===== src/hdl/clss_pkg.sv =====
// ---------------------------------------------------------------------------
// clss_pkg: shared types and codes for the cyclic lattice species step
// Outcome codes, command codes and the controller-to-datapath command struct.
// ---------------------------------------------------------------------------
package clss_pkg;

    localparam logic [2:0] OUT_EMPTY   = 3'd0;
    localparam logic [2:0] OUT_NONE    = 3'd1;
    localparam logic [2:0] OUT_REPRO   = 3'd2;
    localparam logic [2:0] OUT_PREDATE = 3'd3;
    localparam logic [2:0] OUT_MOVE    = 3'd4;
    localparam logic [2:0] OUT_WRITTEN = 3'd5;

    localparam logic CMD_WRITE    = 1'b0;
    localparam logic CMD_INTERACT = 1'b1;

    localparam logic [1:0] REG_REPRO = 2'd0;
    localparam logic [1:0] REG_PRED  = 2'd1;
    localparam logic [1:0] REG_WK1   = 2'd2;
    localparam logic [1:0] REG_WK3   = 2'd3;

    localparam logic [16:0] FULL_SCALE = 17'd65536;
    localparam logic [16:0] CNT_MAX    = 17'h1FFFF;

    // controller -> datapath
    typedef struct packed {
        logic load;     // capture input word, issue reads
        logic exec;     // read data valid: compute and write back
        logic pop;      // result word taken
    } clss_cmd_t;

    // datapath -> controller
    typedef struct packed {
        logic busy_clear;  // clearing pass running
    } clss_stat_t;

endpackage


===== src/hdl/clss_ctrl.sv =====
// ---------------------------------------------------------------------------
// clss_ctrl: sequencer for the lattice step
// Load, execute, hold result; handshakes for both channels.
// ---------------------------------------------------------------------------
module clss_ctrl
    import clss_pkg::*;
(
    input  logic       aclk,
    input  logic       aresetn,
    input  logic       s_valid,
    output logic       s_ready,
    output logic       m_valid,
    input  logic       m_ready,
    input  clss_stat_t stat,
    output clss_cmd_t  cmd
);

    typedef enum logic [2:0] {
        ST_IDLE = 3'b001,
        ST_EXEC = 3'b010,
        ST_HOLD = 3'b100
    } state_t;

    state_t state_reg, state_next;

    // one result at a time: next word waits until the result is taken
    assign s_ready = (state_reg == ST_IDLE) && !stat.busy_clear;
    assign m_valid = (state_reg == ST_HOLD);

    always_comb begin
        cmd.load  = s_valid && s_ready;
        cmd.exec  = (state_reg == ST_EXEC);
        cmd.pop   = m_valid && m_ready;
        state_next = state_reg;
        unique case (state_reg)
            ST_IDLE: if (cmd.load) state_next = ST_EXEC;
            ST_EXEC: state_next = ST_HOLD;
            ST_HOLD: if (m_ready) state_next = ST_IDLE;
            default: state_next = ST_IDLE;
        endcase
    end

    always_ff @(posedge aclk) begin
        if (!aresetn) begin
            state_reg <= ST_IDLE;
        end else begin
            state_reg <= state_next;
        end
    end

`ifndef SYNTHESIS
    a_onehot: assert property (@(posedge aclk) disable iff (!aresetn)
        $onehot(state_reg)) else $error("state not one-hot");
    a_load_exec: assert property (@(posedge aclk) disable iff (!aresetn)
        cmd.load |=> cmd.exec) else $error("load not followed by exec");
    a_exec_hold: assert property (@(posedge aclk) disable iff (!aresetn)
        cmd.exec |=> m_valid) else $error("exec not followed by result");
`endif

endmodule


===== config.mk =====
export PLATFORM = sky130hd
export DESIGN_NAME = clss_ctrl
export DESIGN_NICKNAME = d
export VERILOG_FILES = /design/src/hdl/clss_pkg.sv /design/src/hdl/clss_ctrl.sv
export SDC_FILE = /design/constraint.sdc
export NUM_CORES = 1
export LEC_CHECK = 0
export BUFFER_PORTS_ARGS = -buffer_cell sky130_fd_sc_hd__buf_2
export CORE_AREA = 4 4 41 43
export CTS_BUF_LIST = sky130_fd_sc_hd__clkbuf_8
export CTS_CLUSTER_SIZE = 40
export DETAILED_ROUTE_END_ITERATION = 16
export DIE_AREA = 0 0 45 47
export GPL_TIMING_DRIVEN = 0
export RECOVER_POWER = 25
export SYNTH_ARGS = -nofsm -noshare
export SYNTH_HDL_FRONTEND = slang
export SYNTH_SLANG_ARGS = --single-unit

===== constraint.sdc =====
create_clock -name aclk -period 1.4 [get_ports aclk]
set_input_delay 0.28 -clock aclk [delete_from_list [all_inputs] [get_ports aclk]]
set_output_delay 0.28 -clock aclk [all_outputs]
set_load 0.02 [all_outputs]

## Word-level counts from Yosys, hierarchy flattened

Index checks and enable logic that the tools add are counted.

- Register bits after elaboration: 3
- Bits of input ports: 5
- Output and inout bits: 5
- Word-level logic and storage cells: 14

- Eq/ne operators: 5
- Muxes and demuxes: 3
- Reductions and logical operators: 5

Operators with widths:

| cell | number |
|---|---|
| $pmux W3 S3 | 1 |
| $mux W3 | 2 |
| $eq A3 B1 Y1 const B | 1 |
| $eq A3 B2 Y1 const B | 1 |
| $eq A3 B3 Y1 const B | 1 |
| $logic_and A1 B1 Y1 | 3 |
| $ne A2 B1 Y1 const B | 1 |
| $ne A2 B2 Y1 const B | 1 |
| $reduce_and A2 Y1 | 1 |
| $logic_not A1 Y1 | 1 |

## Depth between registers and ports, before layout

- Depth after elaboration: 5
- Gate-level depth with buffers: 3
- Gate-level depth less buffers: 3

## Worst setup path after synthesis

OpenSTA, ideal clock, no wires.

- Path type: register to output
- From: register state_reg[2]
- To: output cmd[0] (netlist name)
- Arrival time: 1,082 ps
- Required time: 1,120 ps
- Slack: 38 ps
- Stages on the path, launching flop included: 3
- Buffers on the path: 0
- Cells stage by stage: dfxtp_1 > nor3b_2 > and2_1

RTL lines:

| item | line | text |
|---|---|---|
| start: declaration | clss_ctrl.sv:24 | `state_t state_reg, state_next;` |
| start signal: assignment | clss_ctrl.sv:47 | `state_reg <= state_next;` |
| end: declaration | clss_ctrl.sv:15 | `output clss_cmd_t cmd` |

==> impl_metrics.py <==
metrics = {
    "worst_setup_path": {
        "cp_data_arrival_time_ps": 1140,
        "required_ps": 1120,
        "crit_fanout": 3,
        "crit_family": "simple AND/OR/NAND/NOR gates",
        "crit_path_cell_trace": "nor4b_4 > and2_4 > buf_6",
        "path_class": "reg -> out",
        "cp.buffers_inverters": 1,
        "critPathLaunchType": "register",
        "crit_slowest_cell": "dfxtp_2",
        "crit_path_max_incr_delay_ps": 340,
        "end_kind": "output pin",
    },
    "synthesis": {
        "yosysSeqAreaShare_pct": 38.10,
        "synth-simple-area-share_pct": 46.83,
        "synthCells": 14,
        "synth_adder_area_share_pct": 0,
        "synth_area_per_cell_sq_um": 11.26,
        "synth_top_family_by_area": "simple AND/OR/NAND/NOR gates",
        "synth_warnings": 0,
        "synthXorXnorAreaFrac_pct": 0,
        "ys_seq_elements": 3,
        "synth-compound-area-share_pct": 7.937,
        "ys_types": 9,
        "synth_fp_nets": 19,
        "muxShareOfSynthArea_pct": 0,
        "synthesis.area_sq_um": 157.7,
    },
    "timing": {
        "worst-slew-pin-transition_ps": 238.2,
        "holdWs_ps": 249.3,
        "fin_crit_sh_pct": 101.8,
        "layout_setup_ws_ps": -24.57,
        "setup_viol": 2,
        "fmax_ghz": 0.7020,
        "max_slew_margin_pct": 84.05,
        "min_period_ps": 1425,
        "drv_slew": 0,
        "fin_worst_skew_ps": 1.548,
        "timing.final.hold_violations": 0,
        "rsz0062_at_grt": "true",
        "setup_tns_ps": -41.22,
    },
    "route": {
        "postRouteWirelength_um": 333,
        "postRouteAntennaNets": 0,
        "drc": 0,
        "vias": 138,
        "drt-initial-drc-count": 0,
        "vias_per_cell": 3.286,
        "dr.pass1.iters": 1,
        "routedWlPerCell_um": 7.929,
    },
    "place": {
        "numPortBuffers": 9,
        "place_area_sq_um": 221.5,
        "pre_cts_ws_ps": 136.1,
        "place_congestion": 0.5626,
    },
    "floorplan": {
        "die_w_um": 45,
        "coreArea_sq_um": 1301,
        "rows": 13,
        "die_h_um": 47,
        "die-area_sq_um": 2115,
        "io_pins": 10,
        "initial_core_util_pct": 12.12,
    },
    "global_routing": {
        "grt_start_max_net_pins": 4,
        "grtUsageTotal_pct": 4.104,
        "grt_overflow": 0,
        "antenna_found_initial": 0,
        "grt_pass1_vias": 149,
        "grt_pass1_wl_um": 545,
    },
    "final_layout": {
        "multi_input_comb_area_sq_um": 95.09,
        "fin_area_sq_um": 284.0,
        "final_util_pct": 21.83,
        "area_growth_pct": 80.16,
        "layout_common_cells": "buf_2 (8), clkbuf_8 (3), and2_1 (2), inv_1 (2), dfxtp_2 (2)",
        "ff_latch_area_sq_um": 62.56,
        "nets": 33,
        "layout_commonest_cell": "buf_2",
        "nFillCells": 154,
        "largest_register_ffs": 3,
        "n_antenna_cell": 0,
        "drive_above_1_share_pct": 70.37,
    },
    "power": {
        "power_density_nw_per_um2": 1287,
        "vdd_ir_drop_max_mv": 0.4444,
        "p_leak_nw": 0.1507,
    },
    "clock_network": {
        "clkSinkCount": 3,
        "clk_pin_slew_worst_paths_ps": 30,
        "cts_hold_buf": 0,
        "cts_made_buffers": 3,
        "cts_tree": "done",
        "max-clock-path-buffers": 2,
        "htreeDepth": 1,
        "clk_latency_ps": 210,
        "cts_root_buffer": "clkbuf_8",
    },
    "run": {
        "cap_violations": 0,
    },
    "status": {
        "status": "finished, violations left",
        "violations": "negative setup slack",
    },
    "worst_hold_path": {
        "hold_class": "in -> reg",
    },
}
[synth_stat cells]
cell type,count,area share [%]
a21o_1,1,4.8
and2_1,3,12
dfxtp_1,3,38
nor3b_2,2,16
and3_1,1,4.0
o21ai_1,1,3.2
buf_4,1,4.8
nor4b_4,1,15
inv_1,1,2.4
[layer usage]
layer	GRT usage, %	part of all wire (%)	vias to the layer above	routed length, um
met2	4.237	36	9	119
met1	4.762	48	56	160
met4	5.263	0	0	0
met5	0	0	-	0
li1	-	-	73	-
met3	2.682	16	0	53
[power breakdown]
group	switching, mW	internal (mW)
logic	0.0142	0.0185
registers	0.00409	0.0895
clock network	0.0529	0.186
[logic make-up after synthesis]
family	count (synthesis)
compound gates	2
buf+inv	2
flops	3
simple gates	7
[what timing repair did]
action	CTS	global route
gates resized for setup	6	0
buffers inserted	0	0
endpoints found under the setup margin	3	4
pin swaps	2	0
[path summary, 6_finish.rpt]
| path | from | to | slack, ps | depth (start not counted) |
|---|---|---|---|---|
| worst max-delay path | state_reg[1] | cmd[2] | -20 | 3 |
| worst min register to register | state_reg[1] | state_reg[1] | 650 | 2 |
| worst min-delay path | aresetn | state_reg[0] | 250 | 2 |
| worst max register to register | state_reg[1] | state_reg[0] | 410 | 3 |
[per-stage QoR]
stage               total power [mW]  std cells
floorplan                     0.1089         14
global placement              0.1210         38
detailed placement            0.1212         38
CTS                           0.3744         42
global route                  0.3858         42
finish                        0.3654         42
[layout make-up]
| type | count | share of cell area, % |
|---|---|---|
| multi-input combinational | 9 | 33.48 |
| sequential | 3 | 22.03 |
| timing repair buffer | 9 | 18.06 |
| clock buffer | 3 | 14.54 |
| tap | 15 | 6.608 |
| buffer | 1 | 2.643 |
| clock inverter | 1 | 1.322 |
| inverter | 1 | 1.322 |
Note: power is estimated with default switching activity, not from simulation.
